<file path="src/sv/sbma_pkg.sv">
// ----------------------------------------------------------------------------
// sbma_pkg
// Shared widths, constants and the queue entry type of the slope block
// moving-average block.
// ----------------------------------------------------------------------------
package sbma_pkg;

   // Field widths.
   localparam int SAMPLE_W = 10;
   localparam int SLOPE_W  = 10;
   localparam int HW_W     = 3;

   // Window count is at most 2 * 7 + 1 = 15 entries.
   localparam int WIN_W    = 4;

   // A window sum of 15 slopes needs four bits more than one slope.
   localparam int SUM_W    = SLOPE_W + WIN_W;
   localparam int MAG_W    = SUM_W - 1;

   // One quotient bit per divider step.
   localparam int DIV_STEPS = MAG_W;
   localparam int STEP_W    = 4;

   // Depth of the queue between the front and the back.
   localparam int QUEUE_DEPTH = 2;

   // Reset value of the window half-width register.
   localparam logic [HW_W-1:0] WIN_HALF_RESET = 3'd2;

   // One classified item: its slope and whether the buffered block must be
   // emitted before the slope is stored.
   typedef struct packed {
      logic signed [SLOPE_W-1:0] slope;
      logic                      flush;
   } q_entry_type;

endpackage

</file>
<file path="src/sv/sbma_ram.sv">
// ----------------------------------------------------------------------------
// sbma_ram
// Generic single-write, single-read RAM with a registered read port.
// ----------------------------------------------------------------------------
module sbma_ram #(
   parameter int WIDTH = 10,
   parameter int DEPTH = 50
) (
   input  logic                                    clock,
   input  logic                                    wr_en,
   input  logic [(DEPTH > 1 ? $clog2(DEPTH) : 1)-1:0] wr_addr,
   input  logic [WIDTH-1:0]                        wr_data,
   input  logic [(DEPTH > 1 ? $clog2(DEPTH) : 1)-1:0] rd_addr,
   output logic [WIDTH-1:0]                        rd_data
);

   logic [WIDTH-1:0] mem_ff [DEPTH];
   logic [WIDTH-1:0] rd_data_ff;

   // Write port and registered read port.
   always_ff @(posedge clock) begin
      if (wr_en) begin
         mem_ff[wr_addr] <= wr_data;
      end
      rd_data_ff <= mem_ff[rd_addr];
   end

   assign rd_data = rd_data_ff;

endmodule

</file>
<file path="src/sv/sbma_front.sv">
// ----------------------------------------------------------------------------
// sbma_front
// Accepts samples, forms the halved slope and decides whether the item first
// flushes a full block.
// ----------------------------------------------------------------------------
module sbma_front
   import sbma_pkg::*;
#(
   parameter int BLOCK_LEN = 50
) (
   input  logic                clock,
   input  logic                reset,
   input  logic                req_tvalid,
   output logic                req_tready,
   input  logic [SAMPLE_W-1:0] raw_sample,
   output logic                q_valid,
   input  logic                q_ready,
   output q_entry_type         q_data
);

   localparam int CNT_W = $clog2(BLOCK_LEN + 1);
   localparam logic [CNT_W-1:0] FULL_COUNT = CNT_W'(BLOCK_LEN);

   logic [SAMPLE_W-1:0] prev_ff, prev_in;
   logic [CNT_W-1:0]    fill_ff, fill_in;
   logic                accept;
   logic [SAMPLE_W-1:0] prev_eff;
   logic signed [SAMPLE_W:0] diff;
   logic signed [SAMPLE_W:0] diff_adj;
   logic                full;

   assign req_tready = q_ready;
   assign q_valid    = req_tvalid;
   assign accept     = req_tvalid && q_ready;

   // Slope: a zero previous sample is replaced by the new one; the halving
   // truncates toward zero, so negative differences are rounded up first.
   always_comb begin
      prev_eff = (prev_ff == '0) ? raw_sample : prev_ff;
      diff     = $signed({1'b0, raw_sample}) - $signed({1'b0, prev_eff});
      diff_adj = diff + $signed({{SAMPLE_W{1'b0}}, diff[SAMPLE_W]});
   end

   assign full         = (fill_ff == FULL_COUNT);
   assign q_data.slope = diff_adj[SAMPLE_W:1];
   assign q_data.flush = full;

   // Sample history and fill count.
   always_comb begin
      prev_in = prev_ff;
      fill_in = fill_ff;
      if (accept) begin
         prev_in = raw_sample;
         fill_in = full ? CNT_W'(1) : fill_ff + CNT_W'(1);
      end
   end

   always_ff @(posedge clock) begin
      if (reset) begin
         prev_ff <= '0;
         fill_ff <= '0;
      end else begin
         prev_ff <= prev_in;
         fill_ff <= fill_in;
      end
   end

endmodule

</file>
<file path="src/sv/sbma_fifo.sv">
// ----------------------------------------------------------------------------
// sbma_fifo
// Short queue of classified items between the front and the back.
// ----------------------------------------------------------------------------
module sbma_fifo
   import sbma_pkg::*;
#(
   parameter int DEPTH = 2
) (
   input  logic        clock,
   input  logic        reset,
   input  logic        in_valid,
   output logic        in_ready,
   input  q_entry_type in_data,
   output logic        out_valid,
   input  logic        out_ready,
   output q_entry_type out_data
);

   localparam int AW = (DEPTH > 1) ? $clog2(DEPTH) : 1;
   localparam logic [AW:0] FULL_COUNT = (AW + 1)'(DEPTH);
   localparam logic [AW-1:0] LAST_PTR = AW'(DEPTH - 1);

   q_entry_type     mem_ff [DEPTH];
   logic [AW-1:0]   wr_ptr_ff, wr_ptr_in;
   logic [AW-1:0]   rd_ptr_ff, rd_ptr_in;
   logic [AW:0]     count_ff, count_in;
   logic            push;
   logic            pop;

   assign in_ready  = (count_ff != FULL_COUNT);
   assign out_valid = (count_ff != '0);
   assign out_data  = mem_ff[rd_ptr_ff];
   assign push      = in_valid && in_ready;
   assign pop       = out_valid && out_ready;

   // Pointer and occupancy update.
   always_comb begin
      wr_ptr_in = wr_ptr_ff;
      rd_ptr_in = rd_ptr_ff;
      count_in  = count_ff;
      if (push) begin
         wr_ptr_in = (wr_ptr_ff == LAST_PTR) ? '0 : wr_ptr_ff + AW'(1);
      end
      if (pop) begin
         rd_ptr_in = (rd_ptr_ff == LAST_PTR) ? '0 : rd_ptr_ff + AW'(1);
      end
      if (push && !pop) begin
         count_in = count_ff + (AW + 1)'(1);
      end else if (pop && !push) begin
         count_in = count_ff - (AW + 1)'(1);
      end
   end

   always_ff @(posedge clock) begin
      if (reset) begin
         wr_ptr_ff <= '0;
         rd_ptr_ff <= '0;
         count_ff  <= '0;
      end else begin
         wr_ptr_ff <= wr_ptr_in;
         rd_ptr_ff <= rd_ptr_in;
         count_ff  <= count_in;
      end
   end

   // Entry storage.
   always_ff @(posedge clock) begin
      if (push) begin
         mem_ff[wr_ptr_ff] <= in_data;
      end
   end

endmodule

</file>
<file path="src/sv/sbma_back.sv">
// ----------------------------------------------------------------------------
// sbma_back
// Stores slopes in the block buffer and, on a flush item, emits the block
// smoothed by a centered moving average before storing the new slope.
// ----------------------------------------------------------------------------
module sbma_back
   import sbma_pkg::*;
#(
   parameter int BLOCK_LEN = 50
) (
   input  logic               clock,
   input  logic               reset,
   input  logic [HW_W-1:0]    win_half,
   input  logic               q_valid,
   output logic               q_ready,
   input  q_entry_type        q_data,
   output logic               rsp_tvalid,
   input  logic               rsp_tready,
   output logic [SLOPE_W-1:0] rsp_slope,
   output logic               rsp_tlast
);

   localparam int IDX_W = (BLOCK_LEN > 1) ? $clog2(BLOCK_LEN) : 1;
   localparam int POS_W = ((IDX_W > HW_W) ? IDX_W : HW_W) + 1;
   localparam logic [IDX_W-1:0] LAST_IDX = IDX_W'(BLOCK_LEN - 1);
   localparam logic [POS_W-1:0] LAST_POS = POS_W'(BLOCK_LEN - 1);
   localparam logic [STEP_W-1:0] LAST_STEP = STEP_W'(DIV_STEPS - 1);

   typedef enum logic [6:0] {
      ST_IDLE  = 7'b0000001,
      ST_SETUP = 7'b0000010,
      ST_READ  = 7'b0000100,
      ST_DRAIN = 7'b0001000,
      ST_DIV   = 7'b0010000,
      ST_OUT   = 7'b0100000,
      ST_WRITE = 7'b1000000
   } state_type;

   state_type            state_ff, state_in;
   logic [IDX_W-1:0]     idx_ff, idx_in;
   logic [IDX_W-1:0]     k_ff, k_in;
   logic [IDX_W-1:0]     hi_ff, hi_in;
   logic [IDX_W-1:0]     wr_idx_ff, wr_idx_in;
   logic [WIN_W-1:0]     cnt_ff, cnt_in;
   logic                 rd_vld_ff, rd_vld_in;
   logic signed [SUM_W-1:0] sum_ff, sum_in;
   logic [MAG_W-1:0]     mag_ff, mag_in;
   logic [WIN_W-1:0]     rem_ff, rem_in;
   logic                 neg_ff, neg_in;
   logic [STEP_W-1:0]    step_ff, step_in;
   logic                 out_vld_ff, out_vld_in;
   logic [SLOPE_W-1:0]   out_slope_ff, out_slope_in;
   logic                 out_last_ff, out_last_in;

   logic                 ram_wr_en;
   logic [IDX_W-1:0]     ram_wr_addr;
   logic [SLOPE_W-1:0]   ram_rd_data;
   logic signed [SUM_W-1:0] rd_ext;
   logic signed [SUM_W-1:0] sum_total;
   logic [POS_W-1:0]     pos_i;
   logic [POS_W-1:0]     pos_h;
   logic [POS_W-1:0]     pos_lo;
   logic [POS_W-1:0]     pos_hi_raw;
   logic [POS_W-1:0]     pos_hi;
   logic [POS_W-1:0]     pos_cnt;
   logic [WIN_W:0]       trial;
   logic [WIN_W:0]       cnt_ext;
   logic                 out_free;
   logic [SLOPE_W-1:0]   result;

   // Block buffer.
   sbma_ram #(
      .WIDTH (SLOPE_W),
      .DEPTH (BLOCK_LEN)
   ) u_buffer (
      .clock   (clock),
      .wr_en   (ram_wr_en),
      .wr_addr (ram_wr_addr),
      .wr_data (q_data.slope),
      .rd_addr (k_ff),
      .rd_data (ram_rd_data)
   );

   // Window bounds for the current output, clipped to the block.
   always_comb begin
      pos_i      = POS_W'(idx_ff);
      pos_h      = POS_W'(win_half);
      pos_lo     = (pos_i >= pos_h) ? pos_i - pos_h : '0;
      pos_hi_raw = pos_i + pos_h;
      pos_hi     = (pos_hi_raw > LAST_POS) ? LAST_POS : pos_hi_raw;
      pos_cnt    = pos_hi - pos_lo + POS_W'(1);
   end

   // Read data joins the window sum in the cycle after its address.
   assign rd_ext    = {{(SUM_W - SLOPE_W){ram_rd_data[SLOPE_W-1]}}, ram_rd_data};
   assign sum_total = sum_ff + rd_ext;

   // One restoring divider step: shift in the next dividend bit, subtract
   // the window count when it fits.
   assign trial   = {rem_ff, mag_ff[MAG_W-1]};
   assign cnt_ext = {1'b0, cnt_ff};

   // Signed result, truncated toward zero.
   always_comb begin
      if (neg_ff) begin
         result = SLOPE_W'(-mag_ff);
      end else begin
         result = SLOPE_W'(mag_ff);
      end
   end

   assign out_free = !out_vld_ff || rsp_tready;

   // Sequencer.
   always_comb begin
      state_in     = state_ff;
      idx_in       = idx_ff;
      k_in         = k_ff;
      hi_in        = hi_ff;
      wr_idx_in    = wr_idx_ff;
      cnt_in       = cnt_ff;
      rd_vld_in    = 1'b0;
      sum_in       = rd_vld_ff ? sum_total : sum_ff;
      mag_in       = mag_ff;
      rem_in       = rem_ff;
      neg_in       = neg_ff;
      step_in      = step_ff;
      out_vld_in   = out_vld_ff && !rsp_tready;
      out_slope_in = out_slope_ff;
      out_last_in  = out_last_ff;
      ram_wr_en    = 1'b0;
      ram_wr_addr  = wr_idx_ff;
      q_ready      = 1'b0;

      unique case (state_ff)
         ST_IDLE: begin
            if (q_valid) begin
               if (q_data.flush) begin
                  idx_in   = '0;
                  state_in = ST_SETUP;
               end else begin
                  ram_wr_en = 1'b1;
                  q_ready   = 1'b1;
                  wr_idx_in = wr_idx_ff + IDX_W'(1);
               end
            end
         end
         ST_SETUP: begin
            k_in     = IDX_W'(pos_lo);
            hi_in    = IDX_W'(pos_hi);
            cnt_in   = WIN_W'(pos_cnt);
            sum_in   = '0;
            state_in = ST_READ;
         end
         ST_READ: begin
            rd_vld_in = 1'b1;
            k_in      = k_ff + IDX_W'(1);
            if (k_ff == hi_ff) begin
               state_in = ST_DRAIN;
            end
         end
         ST_DRAIN: begin
            neg_in   = sum_total[SUM_W-1];
            mag_in   = sum_total[SUM_W-1] ? MAG_W'(-sum_total) : MAG_W'(sum_total);
            rem_in   = '0;
            step_in  = '0;
            state_in = ST_DIV;
         end
         ST_DIV: begin
            if (trial >= cnt_ext) begin
               rem_in = WIN_W'(trial - cnt_ext);
               mag_in = {mag_ff[MAG_W-2:0], 1'b1};
            end else begin
               rem_in = WIN_W'(trial);
               mag_in = {mag_ff[MAG_W-2:0], 1'b0};
            end
            step_in = step_ff + STEP_W'(1);
            if (step_ff == LAST_STEP) begin
               state_in = ST_OUT;
            end
         end
         ST_OUT: begin
            if (out_free) begin
               out_vld_in   = 1'b1;
               out_slope_in = result;
               out_last_in  = (idx_ff == LAST_IDX);
               if (idx_ff == LAST_IDX) begin
                  state_in = ST_WRITE;
               end else begin
                  idx_in   = idx_ff + IDX_W'(1);
                  state_in = ST_SETUP;
               end
            end
         end
         ST_WRITE: begin
            ram_wr_en   = 1'b1;
            ram_wr_addr = '0;
            q_ready     = 1'b1;
            wr_idx_in   = IDX_W'(1);
            state_in    = ST_IDLE;
         end
         default: begin
            state_in = ST_IDLE;
         end
      endcase
   end

   // Control state.
   always_ff @(posedge clock) begin
      if (reset) begin
         state_ff   <= ST_IDLE;
         wr_idx_ff  <= '0;
         rd_vld_ff  <= 1'b0;
         out_vld_ff <= 1'b0;
      end else begin
         state_ff   <= state_in;
         wr_idx_ff  <= wr_idx_in;
         rd_vld_ff  <= rd_vld_in;
         out_vld_ff <= out_vld_in;
      end
   end

   // Datapath registers.
   always_ff @(posedge clock) begin
      idx_ff       <= idx_in;
      k_ff         <= k_in;
      hi_ff        <= hi_in;
      cnt_ff       <= cnt_in;
      sum_ff       <= sum_in;
      mag_ff       <= mag_in;
      rem_ff       <= rem_in;
      neg_ff       <= neg_in;
      step_ff      <= step_in;
      out_slope_ff <= out_slope_in;
      out_last_ff  <= out_last_in;
   end

   assign rsp_tvalid = out_vld_ff;
   assign rsp_slope  = out_slope_ff;
   assign rsp_tlast  = out_last_ff;

endmodule

</file>
<file path="src/sv/slope_block_moving_average.sv">
// ----------------------------------------------------------------------------
// slope_block_moving_average
// Turns light-sensor samples into halved slopes, buffers them in blocks and
// emits each full block smoothed by a centered moving average.
// ----------------------------------------------------------------------------
// Usage:
//   req_* takes one 10-bit sample per item. Slopes are collected in a block
//   buffer of BLOCK_LEN entries. The item that arrives when the buffer is
//   full makes the block emit all BLOCK_LEN smoothed slopes on rsp_*, the
//   last one with rsp_tlast high, before its own slope starts the next block.
//   csr_* writes the window half width (low three bits of csr_data); write
//   it only while no block is being emitted.
// Timing:
//   An item that does not flush passes through the queue and is stored in
//   the block buffer, and a new item can follow every cycle while no block
//   is being emitted. Each smoothed value is formed by a setup step, one
//   buffer read per entry of its clipped window, a drain step, a 13-step
//   shift-subtract divider and an output step that waits for a free result
//   slot. While a block is emitted, the two-entry queue takes one more item;
//   after that req_tready stays low until the block is done.
// Reset and stall:
//   Reset empties the queue, restarts the block at zero fill, clears the
//   previous sample and sets the half width to 2. While rsp_tready is low
//   the held result stays and emission pauses; req_tready drops once the
//   queue is full.
// ----------------------------------------------------------------------------
module slope_block_moving_average
   import sbma_pkg::*;
#(
   parameter int BLOCK_LEN = 50
) (
   input  logic        clock,
   input  logic        reset,
   // Sample channel.
   input  logic        req_tvalid,
   output logic        req_tready,
   input  logic [15:0] req_tdata,   // [9:0] raw_sample, [15:10] zero
   // Result channel.
   output logic        rsp_tvalid,
   input  logic        rsp_tready,
   output logic [15:0] rsp_tdata,   // [9:0] smoothed_slope, [15:10] zero
   output logic        rsp_tlast,   // last_of_block
   // Configuration channel.
   input  logic        csr_valid,
   output logic        csr_ready,
   input  logic [7:0]  csr_data     // [2:0] win_half, [7:3] ignored
);

   logic [HW_W-1:0]    win_half_ff, win_half_in;
   logic               f_valid;
   logic               f_ready;
   q_entry_type        f_data;
   logic               q_valid;
   logic               q_ready;
   q_entry_type        q_data;
   logic [SLOPE_W-1:0] rsp_slope;

   // Window half-width register.
   assign csr_ready   = 1'b1;
   assign win_half_in = (csr_valid && csr_ready) ? csr_data[HW_W-1:0] : win_half_ff;

   always_ff @(posedge clock) begin
      if (reset) begin
         win_half_ff <= WIN_HALF_RESET;
      end else begin
         win_half_ff <= win_half_in;
      end
   end

   // Front: slope and flush decision.
   sbma_front #(
      .BLOCK_LEN (BLOCK_LEN)
   ) u_front (
      .clock      (clock),
      .reset      (reset),
      .req_tvalid (req_tvalid),
      .req_tready (req_tready),
      .raw_sample (req_tdata[SAMPLE_W-1:0]),
      .q_valid    (f_valid),
      .q_ready    (f_ready),
      .q_data     (f_data)
   );

   // Queue between front and back.
   sbma_fifo #(
      .DEPTH (QUEUE_DEPTH)
   ) u_queue (
      .clock     (clock),
      .reset     (reset),
      .in_valid  (f_valid),
      .in_ready  (f_ready),
      .in_data   (f_data),
      .out_valid (q_valid),
      .out_ready (q_ready),
      .out_data  (q_data)
   );

   // Back: buffer and smoothing.
   sbma_back #(
      .BLOCK_LEN (BLOCK_LEN)
   ) u_back (
      .clock       (clock),
      .reset       (reset),
      .win_half    (win_half_ff),
      .q_valid     (q_valid),
      .q_ready     (q_ready),
      .q_data      (q_data),
      .rsp_tvalid  (rsp_tvalid),
      .rsp_tready  (rsp_tready),
      .rsp_slope   (rsp_slope),
      .rsp_tlast   (rsp_tlast)
   );

   assign rsp_tdata = {{(16 - SLOPE_W){1'b0}}, rsp_slope};

   // A block only starts while a flush item heads the queue.
   a_emit_on_flush: assert property (@(posedge clock) disable iff (reset)
      $rose(rsp_tvalid) |-> (q_valid && q_data.flush))
      else $error("result started without a flush item at the queue head");

   // After the final value of a block is taken, no result follows at once.
   a_gap_after_last: assert property (@(posedge clock) disable iff (reset)
      (rsp_tvalid && rsp_tready && rsp_tlast) |=> !rsp_tvalid)
      else $error("result followed the end of a block immediately");

   // The sample side only stalls when the queue holds items.
   a_stall_needs_queue: assert property (@(posedge clock) disable iff (reset)
      !req_tready |-> q_valid)
      else $error("sample side stalled with an empty queue");

endmodule
</file>
<file path="config.mk">
export PLATFORM = sky130hd
export DESIGN_NAME = slope_block_moving_average
export DESIGN_NICKNAME = d
export VERILOG_FILES = /design/src/sv/sbma_pkg.sv /design/src/sv/sbma_ram.sv /design/src/sv/sbma_front.sv /design/src/sv/sbma_fifo.sv /design/src/sv/sbma_back.sv /design/src/sv/slope_block_moving_average.sv
export SDC_FILE = /design/constraint.sdc
export NUM_CORES = 1
export LEC_CHECK = 0
export ABC_AREA = 1
export BUFFER_PORTS_ARGS = -buffer_cell sky130_fd_sc_hd__buf_4
export CELL_PAD_IN_SITES_DETAIL_PLACEMENT = 2
export CELL_PAD_IN_SITES_GLOBAL_PLACEMENT = 2
export CORE_MARGIN = 2
export CORE_UTILIZATION = 40
export DETAILED_ROUTE_END_ITERATION = 8
export PLACE_DENSITY_LB_ADDON = 0.15
export SYNTH_ARGS = -nofsm -noshare
export SYNTH_HDL_FRONTEND = slang
export SYNTH_SLANG_ARGS = --single-unit
</file>
<file path="constraint.sdc">
create_clock -name clock -period 4.6 [get_ports clock]
set_input_delay 0.46 -clock clock [delete_from_list [all_inputs] [get_ports clock]]
set_output_delay 0.46 -clock clock [all_outputs]
set_load 0.1 [all_outputs]
</file>
Word level (Yosys, flattened, before mapping)
Memory sizes are Yosys's and may differ from the RTL's. A register that Yosys moved wholly into a read port is not among the register bits.
Index checks and enable logic that the tools add are counted.
Word-level totals
  bits in registers: 107
  memory bits (writable): 522
  memories: 2
  word-level logic and storage cells: 129
Memories
  u_back.u_buffer.mem_ff: depth 50, bits a word 10, rd ports 1, clocked after memory_dff 1, write ports 1, RTL line sbma_ram.sv:17  | logic [WIDTH-1:0] mem_ff [DEPTH];
  u_queue.mem_ff: depth 2, bits a word 11, rd ports 1, clocked after memory_dff 1, write ports 1, RTL line sbma_fifo.sv:24  | q_entry_type mem_ff [DEPTH];
Cells by class
  reductions and logical operators: 21
  add/sub/neg operators: 19
  order comparisons: 3
  multiplexer cells: 44
  equality and inequality tests: 19
Operator list (count)
  6-bit two-way mux: 10
  7-bit two-way mux: 6
  7-bit case mux with 6 select lines: 1
  6-bit case mux with 2 select lines: 3
  13-bit case mux with 2 select lines: 1
  6-bit by 1-bit adder with 6-bit output, second input constant: 4
  10-bit two-way mux: 2
  4-bit case mux with 2 select lines: 2
  14-bit by 10-bit adder with 14-bit output: 1
  1-bit two-way mux: 14
  13-bit two-way mux: 1
  13-bit negator: 1
  6-bit equality test, second input constant: 2
  2-bit nonzero test: 6
  11-bit by 2-bit adder with 11-bit output: 1
  10-bit by 10-bit subtractor with 11-bit output: 1
  10-bit zero test: 1
  2-bit != test, second input constant: 5
  10-bit negator: 1
  5-bit AND reduction: 2
  4-bit by 1-bit adder with 4-bit output, second input constant: 2
  4-bit subtractor: 2
  6-bit by 3-bit adder with 7-bit output: 1
  7-bit by 1-bit equality test with 1-bit output, second input constant: 1
  24 further kinds: 35

Depth between registers and ports, before layout
Gate-level depths: netlist of the first run.
  depth after elaboration: 7
  gate-level depth with buffers: 23

Modules after synthesis
Synthesis of the first run repeated with hierarchy kept, for this count alone.
Unflattened totals
  cell total of the unflattened synthesis: 2831
  area, all modules: 29121.7 um2
Modules (own cells, without submodules)
  sbma_ram: times used 1, cells an instance 1753, area an instance 20586.0 um2, seq. area each 15214.6 um2
  sbma_back: times used 1, cells an instance 710, area an instance 5580.4 um2, seq. area each 2232.1 um2
  sbma_front: times used 1, cells an instance 270, area an instance 1696.6 um2, seq. area each 320.3 um2
  sbma_fifo: times used 1, cells an instance 71, area an instance 1081.0 um2, seq. area each 760.7 um2
  slope_block_moving_average: times used 1, cells an instance 27, area an instance 177.7 um2, seq. area each 60.1 um2

Worst setup path after synthesis of the first run
OpenSTA, ideal clock, no wires.
  kind: flip-flop to flip-flop
  from: register u_front.prev_ff[5]
  to: memory u_queue.mem_ff[0][10] (netlist bit), data pin
  period minus slack after synthesis: 3.444 ns
  data required time: 4.348 ns
  setup time: 0.252 ns
  arrival time: 3.192 ns
  path slack: 1.156 ns
  buffers on the path: 0
  stages on the path, launching flop included: 20
  path through: dfxtp_1 -> or4_1 -> nor4_2 -> nand2_2 -> nor2_1 -> nor2_1 -> ha_1 -> a21oi_1 -> nor2_1 -> a211oi_1 -> o21ai_2 -> nor2_1 -> ha_1 -> inv_1 -> nor2_1 -> nand3_1 -> nor2_2 -> nand3b_1 -> nand2_1 -> inv_1
RTL lines
  from (decl): RTL line sbma_front.sv:24  | logic [SAMPLE_W-1:0] prev_ff, prev_in;
  from (signal assigned): RTL line sbma_front.sv:63  | prev_ff <= prev_in;
  to (decl): RTL line sbma_fifo.sv:24

==> flow_results.xml, run 1 <==
<?xml version="1.0" encoding="UTF-8"?>
<metrics>
  <group name="timing">
    <metric name="maxSlewViolCount" unit="">0</metric>
    <metric name="rsz0062_at_grt" unit="">no</metric>
    <metric name="worst_slew_margin_rel" unit="%">11.9</metric>
    <metric name="fin_worst_skew" unit="ns">0.0280</metric>
    <metric name="finalSetupViolCount" unit="">0</metric>
    <metric name="finalHoldWorstSlack" unit="ns">0.103</metric>
    <metric name="finalWorstPathRequiredPeriod" unit="ns">4.07</metric>
    <metric name="timing.setup.tns" unit="ns">0</metric>
    <metric name="layout_worst_path_cycle_share" unit="%">88.5</metric>
    <metric name="final-hold-violation-count" unit="">0</metric>
    <metric name="worst_slew_pin_slew" unit="ns">1.32</metric>
    <metric name="fmax" unit="MHz">246</metric>
  </group>
  <group name="clocking">
    <metric name="cts_resized" unit="">0</metric>
    <metric name="clk_pin_slew_worst_paths" unit="ns">0.05</metric>
    <metric name="cts_hold_repair.buffers" unit="">0</metric>
    <metric name="clock_tree.htree_level_count" unit="">3</metric>
    <metric name="cts_post_setup_buffers_inserted" unit="">0</metric>
    <metric name="cts_tree" unit="">yes</metric>
    <metric name="cts_root_buf" unit="">sky130_fd_sc_hd__clkbuf_16</metric>
    <metric name="tritoncts_num_sinks" unit="">640</metric>
    <metric name="cts_made_buffers" unit="">74</metric>
    <metric name="cts-root-to-sink-buffers" unit="">3</metric>
    <metric name="clkLatencyLatePin" unit="ns">0.64</metric>
  </group>
  <group name="logic_synthesis">
    <metric name="ys_async_sr_fraction" unit="%">0</metric>
    <metric name="synth_cells" unit="">2547</metric>
    <metric name="post_synth_xor_area_fraction" unit="%">1.30</metric>
    <metric name="synth_area_in_adders" unit="%">2.60</metric>
    <metric name="yosysSeqAreaShare" unit="%">66.0</metric>
    <metric name="synthFlopType" unit="">sky130_fd_sc_hd__edfxtp_1</metric>
    <metric name="yosysTopAreaCellShare" unit="%">61.5</metric>
    <metric name="post_synth.cell_area_avg" unit="um2">11.1</metric>
    <metric name="synth_top_cell_by_area" unit="">sky130_fd_sc_hd__edfxtp_1</metric>
    <metric name="syn_area" unit="um2">28200</metric>
    <metric name="synth.lib_cells_used.distinct" unit="">60</metric>
    <metric name="combinational_family_with_the_most_area_after_synthesis" unit="">simple AND/OR/NAND/NOR gates</metric>
    <metric name="synth_simple_gate_area_share" unit="%">14.3</metric>
    <metric name="synth_compound_gate_area_share" unit="%">11.0</metric>
    <metric name="synth-edff-count" unit="">577</metric>
    <metric name="multiplexer_area_fraction_after_synthesis" unit="%">0</metric>
    <metric name="synth-seq-cells" unit="">640</metric>
    <metric name="synth_warnings" unit="">0</metric>
    <metric name="synth.top_cells.by_area" unit="">sky130_fd_sc_hd__edfxtp_1 (62%), sky130_fd_sc_hd__nor2_1 (5.3%), sky130_fd_sc_hd__o21ai_0 (5.0%)</metric>
  </group>
  <group name="finish">
    <metric name="drive_gt1_share" unit="%">9.13</metric>
    <metric name="mostFrequentLayoutCell" unit="">sky130_fd_sc_hd__edfxtp_1</metric>
    <metric name="post_route_utilization" unit="%">45.4</metric>
    <metric name="area_growth_syn_to_layout" unit="%">12.8</metric>
    <metric name="leading_cell_types_in_the_layout_fill_and_taps_excluded" unit="">sky130_fd_sc_hd__edfxtp_1 (577), sky130_fd_sc_hd__nor2_1 (396), sky130_fd_sc_hd__nand2_1 (318), sky130_fd_sc_hd__o21ai_0 (281), sky130_fd_sc_hd__inv_1 (192)</metric>
    <metric name="design.final.nets" unit="">2669</metric>
    <metric name="final_cell_count_no_fill" unit="">3582</metric>
  </group>
  <group name="routing">
    <metric name="total_routed_wire_length_on_the_met1_layer" unit="mm">37.0</metric>
    <metric name="met3WireLength" unit="mm">3.43</metric>
    <metric name="first_pass_iters" unit="">5</metric>
    <metric name="num_vias" unit="">19899</metric>
    <metric name="wirelength" unit="mm">85.7</metric>
    <metric name="routed-wl-met2" unit="mm">42.9</metric>
    <metric name="remaining_drc_errors" unit="">0</metric>
    <metric name="final_antenna_net_count" unit="">0</metric>
    <metric name="drt-wirelength-per-cell" unit="um">23.9</metric>
    <metric name="drt-vias-per-instance" unit="">5.56</metric>
    <metric name="detailedRoute.firstIterationViolations" unit="">1496</metric>
    <metric name="dr.max_layer_used" unit="">met4</metric>
  </group>
  <group name="worst_setup_path">
    <metric name="timing.critical_path.mode_cell" unit="">sky130_fd_sc_hd__nor2_1</metric>
    <metric name="worstPathBufferInverterCount" unit="">2</metric>
    <metric name="crit_path_start" unit="">u_front.prev_ff[5]</metric>
    <metric name="cp_top_family" unit="">simple AND/OR/NAND/NOR gates</metric>
    <metric name="cp_cell_instances" unit="">or4_1, nor4_2, nand2_2, nor2_1, nor2_1, ha_1, a21oi_1, nor2_1, a211oi_1, o21ai_2, nor2_1, ha_1, inv_1, nor2_1, nand3_1, nor2_2, nand3b_1, nand2_1, inv_1</metric>
    <metric name="worst_ep_required_time" unit="ns">4.97</metric>
    <metric name="critical_path.reg2reg.startpoint" unit="">u_front.prev_ff[5]</metric>
    <metric name="crit_path_start_kind" unit="">flip-flop</metric>
    <metric name="crit_arrival" unit="ns">4.44</metric>
    <metric name="worstPathMaxFanout" unit="">8</metric>
    <metric name="critPathSlowestCell" unit="">sky130_fd_sc_hd__or4_1</metric>
    <metric name="worst_setup_path_end_kind" unit="">flip-flop</metric>
    <metric name="max_stage_delay" unit="ns">0.56</metric>
    <metric name="crit_type" unit="">flip-flop to flip-flop</metric>
  </group>
  <group name="placed_design">
    <metric name="gp_congestion" unit="">0.780</metric>
    <metric name="place_inst" unit="">3449</metric>
    <metric name="post-dp-hpwl" unit="mm">53.5</metric>
    <metric name="io_buffer_count" unit="">30</metric>
  </group>
  <group name="global_route">
    <metric name="grt.total_usage" unit="%">23.6</metric>
    <metric name="grt_start_max_net_pins" unit="">183</metric>
    <metric name="grt_pass1_vias" unit="">22116</metric>
    <metric name="global_route.overflow_total" unit="">0</metric>
    <metric name="grt_pass1_wl" unit="mm">132</metric>
    <metric name="antenna_found_initial" unit="">1</metric>
  </group>
  <group name="power">
    <metric name="total_power" unit="mW">18.3</metric>
    <metric name="max-vdd-ir-drop" unit="mV">0.416</metric>
    <metric name="leakage" unit="nW">11.3</metric>
    <metric name="p_per_area" unit="nW/um2">576</metric>
  </group>
  <group name="outcome">
    <metric name="outcome" unit="">finished, final reports clean</metric>
  </group>
  <group name="floorplan">
    <metric name="floorplan.initialDensity" unit="%">40.3</metric>
    <metric name="dieWidth" unit="um">269</metric>
    <metric name="die_h" unit="um">269</metric>
    <metric name="top_level_ports" unit="">49</metric>
    <metric name="die_area" unit="um2">72600</metric>
    <metric name="std_cell_core_area" unit="um2">69900</metric>
    <metric name="placementRows" unit="">97</metric>
  </group>
  <group name="run">
    <metric name="max_capacitance_violation_count" unit="">0</metric>
  </group>
  <group name="worst_hold_path">
    <metric name="hold_path_startpoint" unit="">csr_valid</metric>
    <metric name="min-delay-path-class" unit="">primary input to flip-flop</metric>
  </group>
</metrics>
[path summary, 6_finish.rpt]
| kind | endpoint | slack [ns] | depth (start not counted) |
|---|---|---|---|
| min | win_half_ff[1] | 0.10 | 2 |
| min reg2reg | u_back.sum_ff[0] | 0.47 | 2 |
| max reg2reg | u_queue.mem_ff[0][10] | 0.53 | 19 |
| max | u_queue.mem_ff[0][10] | 0.53 | 19 |
[metal layers]
| metal | up-vias | GRT usage, % |
|---|---|---|
| met5 | - | 0 |
| met2 | 361 | 40.8 |
| li1 | 9079 | - |
| met1 | 10313 | 30.3 |
| met4 | 0 | 7.79 |
| met3 | 146 | 3.62 |
[kinds of logic after synthesis]
kind of cell / count (synthesis)
AND/OR/NAND/NOR: 938
flip-flops: 640
AO/OA/AOI/OAI: 538
buffers and inverters: 333
adder cells (fa/ha/maj): 55
XOR/XNOR: 41
other: 2
[sequential cells by signal (all words and copies together), names as in the netlist, 6 cells and up, named ones only]
signal                   cells
u_back.hi_ff                 6
u_back.idx_ff                6
u_back.k_ff                  6
u_back.mag_ff               13
u_back.rsp_slope            10
u_back.state_ff              7
u_back.sum_ff               14
u_back.u_buffer.mem_ff     500
u_back.u_buffer.rd_data     10
u_back.wr_idx_ff             6
u_front.fill_ff              6
u_front.prev_ff             10
u_queue.mem_ff              22
[metrics by stage]
step,area (um2),setup slack [ns]
after global placement,29500,0.641
after floorplan,28200,1.16
after global routing,31800,0.125
after detailed placement,29500,0.528
final,31800,0.530
after CTS,31800,0.487
[Yosys cell counts (all sizes together) (3+ instances only)]
cell and number:
nand2 340, o211ai 29, dfxtp 63, a211oi 5
xnor2 12, o221ai 43, edfxtp 577, buf 50
a31oi 7, nor4 6, nor3b 6, clkbuf 78
fa 6, a21oi 70, inv 203, xor2 29
nor2 399, nand3 112, nand4 33, o31ai 3
o21ai 297, nand3b 4, nor3 29, ha 49
o22ai 75, or2 5
[cell type report]
cell class | count | area, um2
diodes | 1 | 2.50
clock buffers | 108 | 2060
clock inverters | 24 | 203
fillers | 7222 | 38100
inverters | 205 | 776
multi-input cells | 1579 | 8270
flip-flops and latches | 640 | 18600
well taps | 940 | 1180
repair buffers | 85 | 688
[power by group]
part	switching (mW)	total, mW	leakage [nW]	internal (mW)
registers	0.200	7.91	5.71	7.71
logic	3.55	4.75	4.51	1.20
clock network	2.39	5.62	1.11	3.24
Note: power is estimated with default switching activity, not from simulation.
==> inputs of run 2 (changes only) <==
--- a/config.mk
+++ b/config.mk
@@ -7,8 +7,8 @@
 export LEC_CHECK = 0
 export ABC_AREA = 1
 export BUFFER_PORTS_ARGS = -buffer_cell sky130_fd_sc_hd__buf_4
-export CELL_PAD_IN_SITES_DETAIL_PLACEMENT = 2
-export CELL_PAD_IN_SITES_GLOBAL_PLACEMENT = 2
+export CELL_PAD_IN_SITES_DETAIL_PLACEMENT = 0
+export CELL_PAD_IN_SITES_GLOBAL_PLACEMENT = 1
 export CORE_MARGIN = 2
 export CORE_UTILIZATION = 40
 export DETAILED_ROUTE_END_ITERATION = 8
==> constraint.sdc (replaced) <==
create_clock -name clock -period 4.4 [get_ports clock]
set_input_delay 0.44 -clock clock [delete_from_list [all_inputs] [get_ports clock]]
set_output_delay 0.44 -clock clock [all_outputs]
set_load 0.1 [all_outputs]
==> flow_results.xml, run 2 (synthesis gave the netlist of run 1 again) <==
<?xml version="1.0" encoding="UTF-8"?>
<metrics>
  <group name="outcome">
    <metric name="outcome" unit="">finished, final reports clean</metric>
  </group>
  <group name="worst_hold_path">
    <metric name="hold-path-cell-count" unit="">2</metric>
    <metric name="hold_path_startpoint" unit="">csr_valid</metric>
    <metric name="hold-path-endpoint" unit="">win_half_ff[1]</metric>
    <metric name="min-delay-path-class" unit="">primary input to flip-flop</metric>
  </group>
  <group name="placed_design">
    <metric name="post-dp-hpwl" unit="mm">43.1</metric>
    <metric name="placement.setup.worst_slack" unit="ns">0.476</metric>
    <metric name="placed_cell_area" unit="um2">29600</metric>
    <metric name="gp_congestion" unit="">0.808</metric>
    <metric name="io_buffer_count" unit="">30</metric>
  </group>
  <group name="floorplan">
    <metric name="dieWidth" unit="um">269</metric>
    <metric name="die_area" unit="um2">72600</metric>
    <metric name="std_cell_core_area" unit="um2">69900</metric>
    <metric name="die_h" unit="um">269</metric>
    <metric name="placementRows" unit="">97</metric>
    <metric name="top_level_ports" unit="">49</metric>
    <metric name="floorplan.initialDensity" unit="%">40.3</metric>
  </group>
  <group name="worst_setup_path">
    <metric name="worstPathBufferInverterCount" unit="">2</metric>
    <metric name="critical_path.reg2reg.startpoint" unit="">u_front.prev_ff[5]</metric>
    <metric name="critPathSlowestCell" unit="">sky130_fd_sc_hd__or4_1</metric>
    <metric name="crit_type" unit="">flip-flop to flip-flop</metric>
    <metric name="worst_ep_required_time" unit="ns">4.75</metric>
    <metric name="timing.critical_path.mode_cell" unit="">sky130_fd_sc_hd__nor2_1</metric>
    <metric name="crit_arrival" unit="ns">4.27</metric>
    <metric name="r2r-end" unit="">u_queue.mem_ff[0][10]</metric>
    <metric name="worstPathMaxFanout" unit="">8</metric>
    <metric name="cp_cell_instances" unit="">or4_1, nor4_2, nand2_2, nor2_1, nor2_1, ha_1, a21oi_1, nor2_1, a211oi_1, o21ai_2, nor2_1, ha_1, inv_1, nor2_1, nand3_1, nor2_2, nand3b_1, nand2_1, inv_1</metric>
    <metric name="worst-r2r-setup-slack" unit="ns">0.48</metric>
    <metric name="max_stage_delay" unit="ns">0.56</metric>
    <metric name="worstRegToRegCells" unit="">19</metric>
    <metric name="cp_top_family" unit="">simple AND/OR/NAND/NOR gates</metric>
    <metric name="crit_path_start_kind" unit="">flip-flop</metric>
    <metric name="worst_setup_path_end_kind" unit="">flip-flop</metric>
  </group>
  <group name="timing">
    <metric name="maxSlewViolCount" unit="">0</metric>
    <metric name="final-hold-violation-count" unit="">0</metric>
    <metric name="fmax" unit="MHz">255</metric>
    <metric name="layout_worst_path_cycle_share" unit="%">89.2</metric>
    <metric name="rsz0062_at_grt" unit="">no</metric>
    <metric name="timing.setup.tns" unit="ns">0</metric>
    <metric name="worst_slew_pin_slew" unit="ns">1.16</metric>
    <metric name="finalWorstPathRequiredPeriod" unit="ns">3.92</metric>
    <metric name="finalWorstSetupSlack" unit="ns">0.475</metric>
    <metric name="finalSetupViolCount" unit="">0</metric>
    <metric name="fin_worst_skew" unit="ns">0.0314</metric>
    <metric name="worst_slew_margin_rel" unit="%">22.4</metric>
  </group>
  <group name="clocking">
    <metric name="clk_pin_slew_worst_paths" unit="ns">0.05</metric>
    <metric name="cts_post_setup_buffers_inserted" unit="">0</metric>
    <metric name="cts_made_buffers" unit="">71</metric>
    <metric name="tritoncts_num_sinks" unit="">640</metric>
    <metric name="cts_resized" unit="">0</metric>
    <metric name="cts-root-to-sink-buffers" unit="">3</metric>
    <metric name="clock_tree.htree_level_count" unit="">3</metric>
    <metric name="cts_root_buf" unit="">sky130_fd_sc_hd__clkbuf_16</metric>
    <metric name="clkLatencyLatePin" unit="ns">0.62</metric>
    <metric name="cts_tree" unit="">yes</metric>
    <metric name="cts_hold_repair.buffers" unit="">0</metric>
  </group>
  <group name="power">
    <metric name="p_per_area" unit="nW/um2">582</metric>
    <metric name="total_power" unit="mW">18.5</metric>
    <metric name="leakage" unit="nW">11.3</metric>
    <metric name="max-vdd-ir-drop" unit="mV">0.382</metric>
  </group>
  <group name="routing">
    <metric name="wirelength" unit="mm">71.1</metric>
    <metric name="final_antenna_net_count" unit="">0</metric>
    <metric name="drt-vias-per-instance" unit="">5.26</metric>
    <metric name="drt-wirelength-per-cell" unit="um">19.8</metric>
    <metric name="remaining_drc_errors" unit="">0</metric>
    <metric name="detailedRoute.firstIterationViolations" unit="">1573</metric>
    <metric name="first_pass_iters" unit="">5</metric>
    <metric name="num_vias" unit="">18906</metric>
  </group>
  <group name="finish">
    <metric name="mostFrequentLayoutCell" unit="">sky130_fd_sc_hd__edfxtp_1</metric>
    <metric name="design.final.nets" unit="">2682</metric>
    <metric name="max_ffs_per_register" unit="">500</metric>
    <metric name="n_antenna_cell" unit="">0</metric>
    <metric name="drive_gt1_share" unit="%">9.46</metric>
    <metric name="largest_registers" unit="">u_back.u_buffer.mem_ff x500, u_queue.mem_ff x22, u_back.sum_ff x14</metric>
    <metric name="filler_cells" unit="">6526</metric>
    <metric name="top_register" unit="">u_back.u_buffer.mem_ff</metric>
    <metric name="leading_cell_types_in_the_layout_fill_and_taps_excluded" unit="">sky130_fd_sc_hd__edfxtp_1 (577), sky130_fd_sc_hd__nor2_1 (396), sky130_fd_sc_hd__nand2_1 (318), sky130_fd_sc_hd__o21ai_0 (281), sky130_fd_sc_hd__inv_1 (193)</metric>
    <metric name="area_growth_syn_to_layout" unit="%">12.8</metric>
    <metric name="post_route_utilization" unit="%">45.4</metric>
    <metric name="final_cell_area" unit="um2">31800</metric>
  </group>
  <group name="global_route">
    <metric name="grt.busiest_layer" unit="">met2</metric>
    <metric name="antenna_found_initial" unit="">0</metric>
    <metric name="global_route_met3_usage" unit="%">2.46</metric>
    <metric name="grt.total_usage" unit="%">19.4</metric>
    <metric name="globalRouteMet2Util" unit="%">31.0</metric>
    <metric name="grt_pass1_wl" unit="mm">109</metric>
    <metric name="grt_start_max_net_pins" unit="">126</metric>
    <metric name="globalRouteMet1Util" unit="%">27.7</metric>
    <metric name="global_route.overflow_total" unit="">0</metric>
    <metric name="grt_pass1_vias" unit="">18132</metric>
  </group>
  <group name="run">
    <metric name="max_capacitance_violation_count" unit="">0</metric>
  </group>
</metrics>
run 2: how the worst max path moves through the flow:
stage,startpoint,end,cells past startpoint
2_1_floorplan,u_front.prev_ff[5],u_queue.mem_ff[0][10],19
3_3_place_gp,u_front.prev_ff[5],u_queue.mem_ff[0][10],19
3_5_place_dp,u_front.prev_ff[5],u_queue.mem_ff[1][10],19
4_1_cts,u_front.prev_ff[5],u_queue.mem_ff[0][10],19
5_1_grt,u_front.prev_ff[5],u_queue.mem_ff[0][10],19
6_report,u_front.prev_ff[5],u_queue.mem_ff[0][10],19
run 2: worst reg2reg max path, delay by kind of cell (launching register included):
kind            cells  cell delay, ns
compound gates      3            0.62
flops               1            0.32
simple gates       12            2.17
fa+ha+maj           2            0.50
buf+inv             2            0.10
run 2: where the power goes:
| part | switching (mW) | internal (mW) | leakage (nW) | total (mW) |
|---|---|---|---|---|
| sequential | 0.187 | 8.05 | 5.71 | 8.24 |
| clock | 2.35 | 3.20 | 1.04 | 5.55 |
| combinational | 3.46 | 1.26 | 4.59 | 4.72 |
run 2: metrics by stage:
| step | hold WS [ns] | instances |
|---|---|---|
| final | 0.0790 | 3592 |
| after global routing | 0.0948 | 3592 |
| after CTS | 0.0488 | 3592 |
| after detailed placement | 0.463 | 3465 |
| after global placement | 0.451 | 3465 |
| after floorplan | 0.435 | 2552 |
run 2: layout make-up:
class,instances,area (um2),area share [%]
flip-flops and latches,640,18600,58.5
multi-input cells,1579,8270,26.0
clock buffers,100,1980,6.23
well taps,940,1180,3.70
repair buffers,101,808,2.54
inverters,205,776,2.44
clock inverters,27,174,0.547
run 2: metal layers:
metal | up-vias | routed length (um)
li1 | 9118 | -
met1 | 9297 | 33000
met2 | 411 | 33400
met3 | 80 | 3280
met4 | 0 | 1420
met5 | - | 0
==> inputs of run 3 (changes only) <==
--- a/config.mk
+++ b/config.mk
@@ -13,6 +13,7 @@
 export CORE_UTILIZATION = 40
 export DETAILED_ROUTE_END_ITERATION = 8
 export PLACE_DENSITY_LB_ADDON = 0.15
+export SLEW_MARGIN = 5
 export SYNTH_ARGS = -nofsm -noshare
 export SYNTH_HDL_FRONTEND = slang
 export SYNTH_SLANG_ARGS = --single-unit
==> constraint.sdc (replaced) <==
create_clock -name clock -period 4.7 [get_ports clock]
set_input_delay 0.47 -clock clock [delete_from_list [all_inputs] [get_ports clock]]
set_output_delay 0.47 -clock clock [all_outputs]
set_load 0.1 [all_outputs]
==> flow_results.xml, run 3 (synthesis gave the netlist of run 1 again) <==
<?xml version="1.0" encoding="UTF-8"?>
<metrics>
  <group name="outcome">
    <metric name="outcome" unit="">finished, final reports clean</metric>
  </group>
  <group name="floorplan">
    <metric name="top_level_ports" unit="">49</metric>
    <metric name="die_h" unit="um">269</metric>
    <metric name="std_cell_core_area" unit="um2">69900</metric>
    <metric name="floorplan.initialDensity" unit="%">40.3</metric>
    <metric name="die_area" unit="um2">72600</metric>
    <metric name="placementRows" unit="">97</metric>
    <metric name="dieWidth" unit="um">269</metric>
  </group>
  <group name="worst_setup_path">
    <metric name="worstPathMaxFanout" unit="">8</metric>
    <metric name="crit_type" unit="">flip-flop to flip-flop</metric>
    <metric name="max_stage_delay" unit="ns">0.55</metric>
    <metric name="crit_path_start_kind" unit="">flip-flop</metric>
    <metric name="timing.critical_path.mode_cell" unit="">sky130_fd_sc_hd__nor2_1</metric>
    <metric name="worst_setup_path_end_kind" unit="">flip-flop</metric>
    <metric name="crit_arrival" unit="ns">4.28</metric>
    <metric name="critPathSlowestCell" unit="">sky130_fd_sc_hd__or4_1</metric>
    <metric name="worstRegToRegCells" unit="">19</metric>
    <metric name="worst_ep_required_time" unit="ns">5.06</metric>
    <metric name="cp_cell_instances" unit="">or4_1, nor4_2, nand2_2, nor2_1, nor2_1, ha_1, a21oi_1, nor2_1, a211oi_1, o21ai_2, nor2_1, ha_1, inv_1, nor2_1, nand3_1, nor2_2, nand3b_1, nand2_1, inv_1</metric>
  </group>
  <group name="routing">
    <metric name="drt-wirelength-per-cell" unit="um">19.7</metric>
    <metric name="num_vias" unit="">18919</metric>
    <metric name="met3WireLength" unit="mm">3.80</metric>
    <metric name="wirelength" unit="mm">70.4</metric>
    <metric name="routed-wl-met2" unit="mm">33.1</metric>
    <metric name="detailedRoute.firstIterationViolations" unit="">1705</metric>
    <metric name="first_pass_iters" unit="">5</metric>
    <metric name="dr.max_layer_used" unit="">met4</metric>
    <metric name="final_antenna_net_count" unit="">0</metric>
    <metric name="remaining_drc_errors" unit="">0</metric>
    <metric name="drt-vias-per-instance" unit="">5.28</metric>
    <metric name="total_routed_wire_length_on_the_met1_layer" unit="mm">31.8</metric>
  </group>
  <group name="clocking">
    <metric name="cts_tree" unit="">yes</metric>
    <metric name="cts_root_buf" unit="">sky130_fd_sc_hd__clkbuf_16</metric>
    <metric name="cts_hold_repair.buffers" unit="">0</metric>
    <metric name="cts_resized" unit="">0</metric>
    <metric name="cts_made_buffers" unit="">71</metric>
    <metric name="cts-root-to-sink-buffers" unit="">3</metric>
    <metric name="clock_tree.htree_level_count" unit="">3</metric>
    <metric name="clk_pin_slew_worst_paths" unit="ns">0.06</metric>
    <metric name="clkLatencyLatePin" unit="ns">0.62</metric>
    <metric name="cts_post_setup_buffers_inserted" unit="">0</metric>
    <metric name="tritoncts_num_sinks" unit="">640</metric>
  </group>
  <group name="power">
    <metric name="power.switching" unit="mW">5.62</metric>
    <metric name="p_seq_share" unit="%">43.8</metric>
    <metric name="p_sw_share" unit="%">31.9</metric>
    <metric name="power_frac_clock" unit="%">31.3</metric>
    <metric name="p_comb_share" unit="%">24.9</metric>
    <metric name="cellInternalPower" unit="mW">12.0</metric>
    <metric name="leakage" unit="nW">11.4</metric>
    <metric name="max-vdd-ir-drop" unit="mV">0.282</metric>
    <metric name="p_per_area" unit="nW/um2">553</metric>
  </group>
  <group name="timing">
    <metric name="maxSlewViolCount" unit="">0</metric>
    <metric name="finalWorstPathRequiredPeriod" unit="ns">3.93</metric>
    <metric name="timing.setup.tns" unit="ns">0</metric>
    <metric name="finalHoldWorstSlack" unit="ns">0.100</metric>
    <metric name="finalSetupViolCount" unit="">0</metric>
    <metric name="rsz0062_at_grt" unit="">no</metric>
    <metric name="fin_worst_skew" unit="ns">0.0245</metric>
    <metric name="final-hold-violation-count" unit="">0</metric>
    <metric name="worst_slew_margin_rel" unit="%">13.9</metric>
    <metric name="fmax" unit="MHz">255</metric>
    <metric name="layout_worst_path_cycle_share" unit="%">83.5</metric>
    <metric name="worst_slew_pin_slew" unit="ns">1.29</metric>
  </group>
  <group name="finish">
    <metric name="area_growth_syn_to_layout" unit="%">13.1</metric>
    <metric name="mostFrequentLayoutCell" unit="">sky130_fd_sc_hd__edfxtp_1</metric>
    <metric name="leading_cell_types_in_the_layout_fill_and_taps_excluded" unit="">sky130_fd_sc_hd__edfxtp_1 (577), sky130_fd_sc_hd__nor2_1 (396), sky130_fd_sc_hd__nand2_1 (318), sky130_fd_sc_hd__o21ai_0 (281), sky130_fd_sc_hd__inv_1 (192)</metric>
    <metric name="n_antenna_cell" unit="">0</metric>
    <metric name="largest_registers" unit="">u_back.u_buffer.mem_ff x500, u_queue.mem_ff x22, u_back.sum_ff x14</metric>
    <metric name="max_ffs_per_register" unit="">500</metric>
    <metric name="drive_gt1_share" unit="%">9.28</metric>
    <metric name="top_register" unit="">u_back.u_buffer.mem_ff</metric>
    <metric name="design.final.nets" unit="">2670</metric>
  </group>
  <group name="global_route">
    <metric name="grt.total_usage" unit="%">19.2</metric>
    <metric name="grt_start_max_net_pins" unit="">221</metric>
    <metric name="grt_pass1_wl" unit="mm">108</metric>
    <metric name="grt_pass1_vias" unit="">18416</metric>
    <metric name="antenna_found_initial" unit="">3</metric>
    <metric name="global_route.overflow_total" unit="">0</metric>
  </group>
  <group name="worst_hold_path">
    <metric name="hold-path-cell-count" unit="">2</metric>
    <metric name="min-delay-path-class" unit="">primary input to flip-flop</metric>
  </group>
  <group name="placed_design">
    <metric name="gp_congestion" unit="">0.802</metric>
    <metric name="post-dp-hpwl" unit="mm">42.8</metric>
    <metric name="io_buffer_count" unit="">30</metric>
  </group>
  <group name="run">
    <metric name="max_capacitance_violation_count" unit="">0</metric>
  </group>
</metrics>
## run 3: changes by cell type in the layout (fill, tap and decap cells not counted), moves of 2 or more
| cell | delta |
|---|---|
| sky130_fd_sc_hd__buf_4 | -12 |
| sky130_fd_sc_hd__bufinv_16 | +5 |
| sky130_fd_sc_hd__clkbuf_16 | -2 |
| sky130_fd_sc_hd__clkbuf_8 | +5 |
| sky130_fd_sc_hd__clkinv_1 | -4 |
| sky130_fd_sc_hd__clkinv_2 | -3 |
| sky130_fd_sc_hd__clkinvlp_4 | -2 |
| sky130_fd_sc_hd__inv_6 | +3 |
## run 3: layer usage
metal  up-vias  global-route usage [%]
met3       103                    2.68
met4         0                    6.18
li1       9086                       -
met5         -                       0
met1      9266                    27.0
met2       464                    30.9
## run 3: layout make-up
| type | instances | area, um2 |
|---|---|---|
| fillers | 6537 | 38100 |
| clock inverters | 25 | 324 |
| flip-flops and latches | 640 | 18600 |
| clock buffers | 103 | 2000 |
| repair buffers | 89 | 718 |
| well taps | 940 | 1180 |
| multi-input cells | 1579 | 8270 |
| inverters | 205 | 776 |
## run 3: metrics by stage
step / cells / setup slack, ns / instance area, um2 / util, % / total power [mW]
detailed placement: 3453 / 0.751 / 29500 / 42.2 / 12.3
CTS: 3581 / 0.735 / 31800 / 45.6 / 17.8
finish: 3581 / 0.774 / 31800 / 45.6 / 17.6
global route: 3581 / 0.271 / 31800 / 45.6 / 18.6
floorplan: 2552 / 1.26 / 28200 / - / 10.8
global placement: 3453 / 0.752 / 29500 / 42.2 / 12.2
## run 3: worst paths after layout
path                       from               endpoint  slack, ns
min                   csr_valid         win_half_ff[1]       0.10
min reg2reg    u_back.sum_ff[2]       u_back.sum_ff[2]       0.47
max          u_front.prev_ff[5]  u_queue.mem_ff[1][10]       0.77
max reg2reg  u_front.prev_ff[5]  u_queue.mem_ff[1][10]       0.77
## run 3: worst max-delay path, delay by kind of cell, from the launching register on
| kind | cells | cell delay, ns |
|---|---|---|
| adders and majority gates | 2 | 0.50 |
| DFF | 1 | 0.32 |
| AOI/OAI and AO/OA | 3 | 0.61 |
| buffers and inverters | 2 | 0.09 |
| and+or+nand+nor | 12 | 2.14 |
## run 3: power by group through the flow
stage,Clock (mW),Sequential [mW],Combinational (mW)
2_1_floorplan,0,7.75,3.08
3_3_place_gp,0,7.83,4.38
3_5_place_dp,0,7.84,4.46
4_1_cts,5.66,7.72,4.47
5_1_grt,5.89,7.76,4.99
6_report,5.51,7.72,4.39
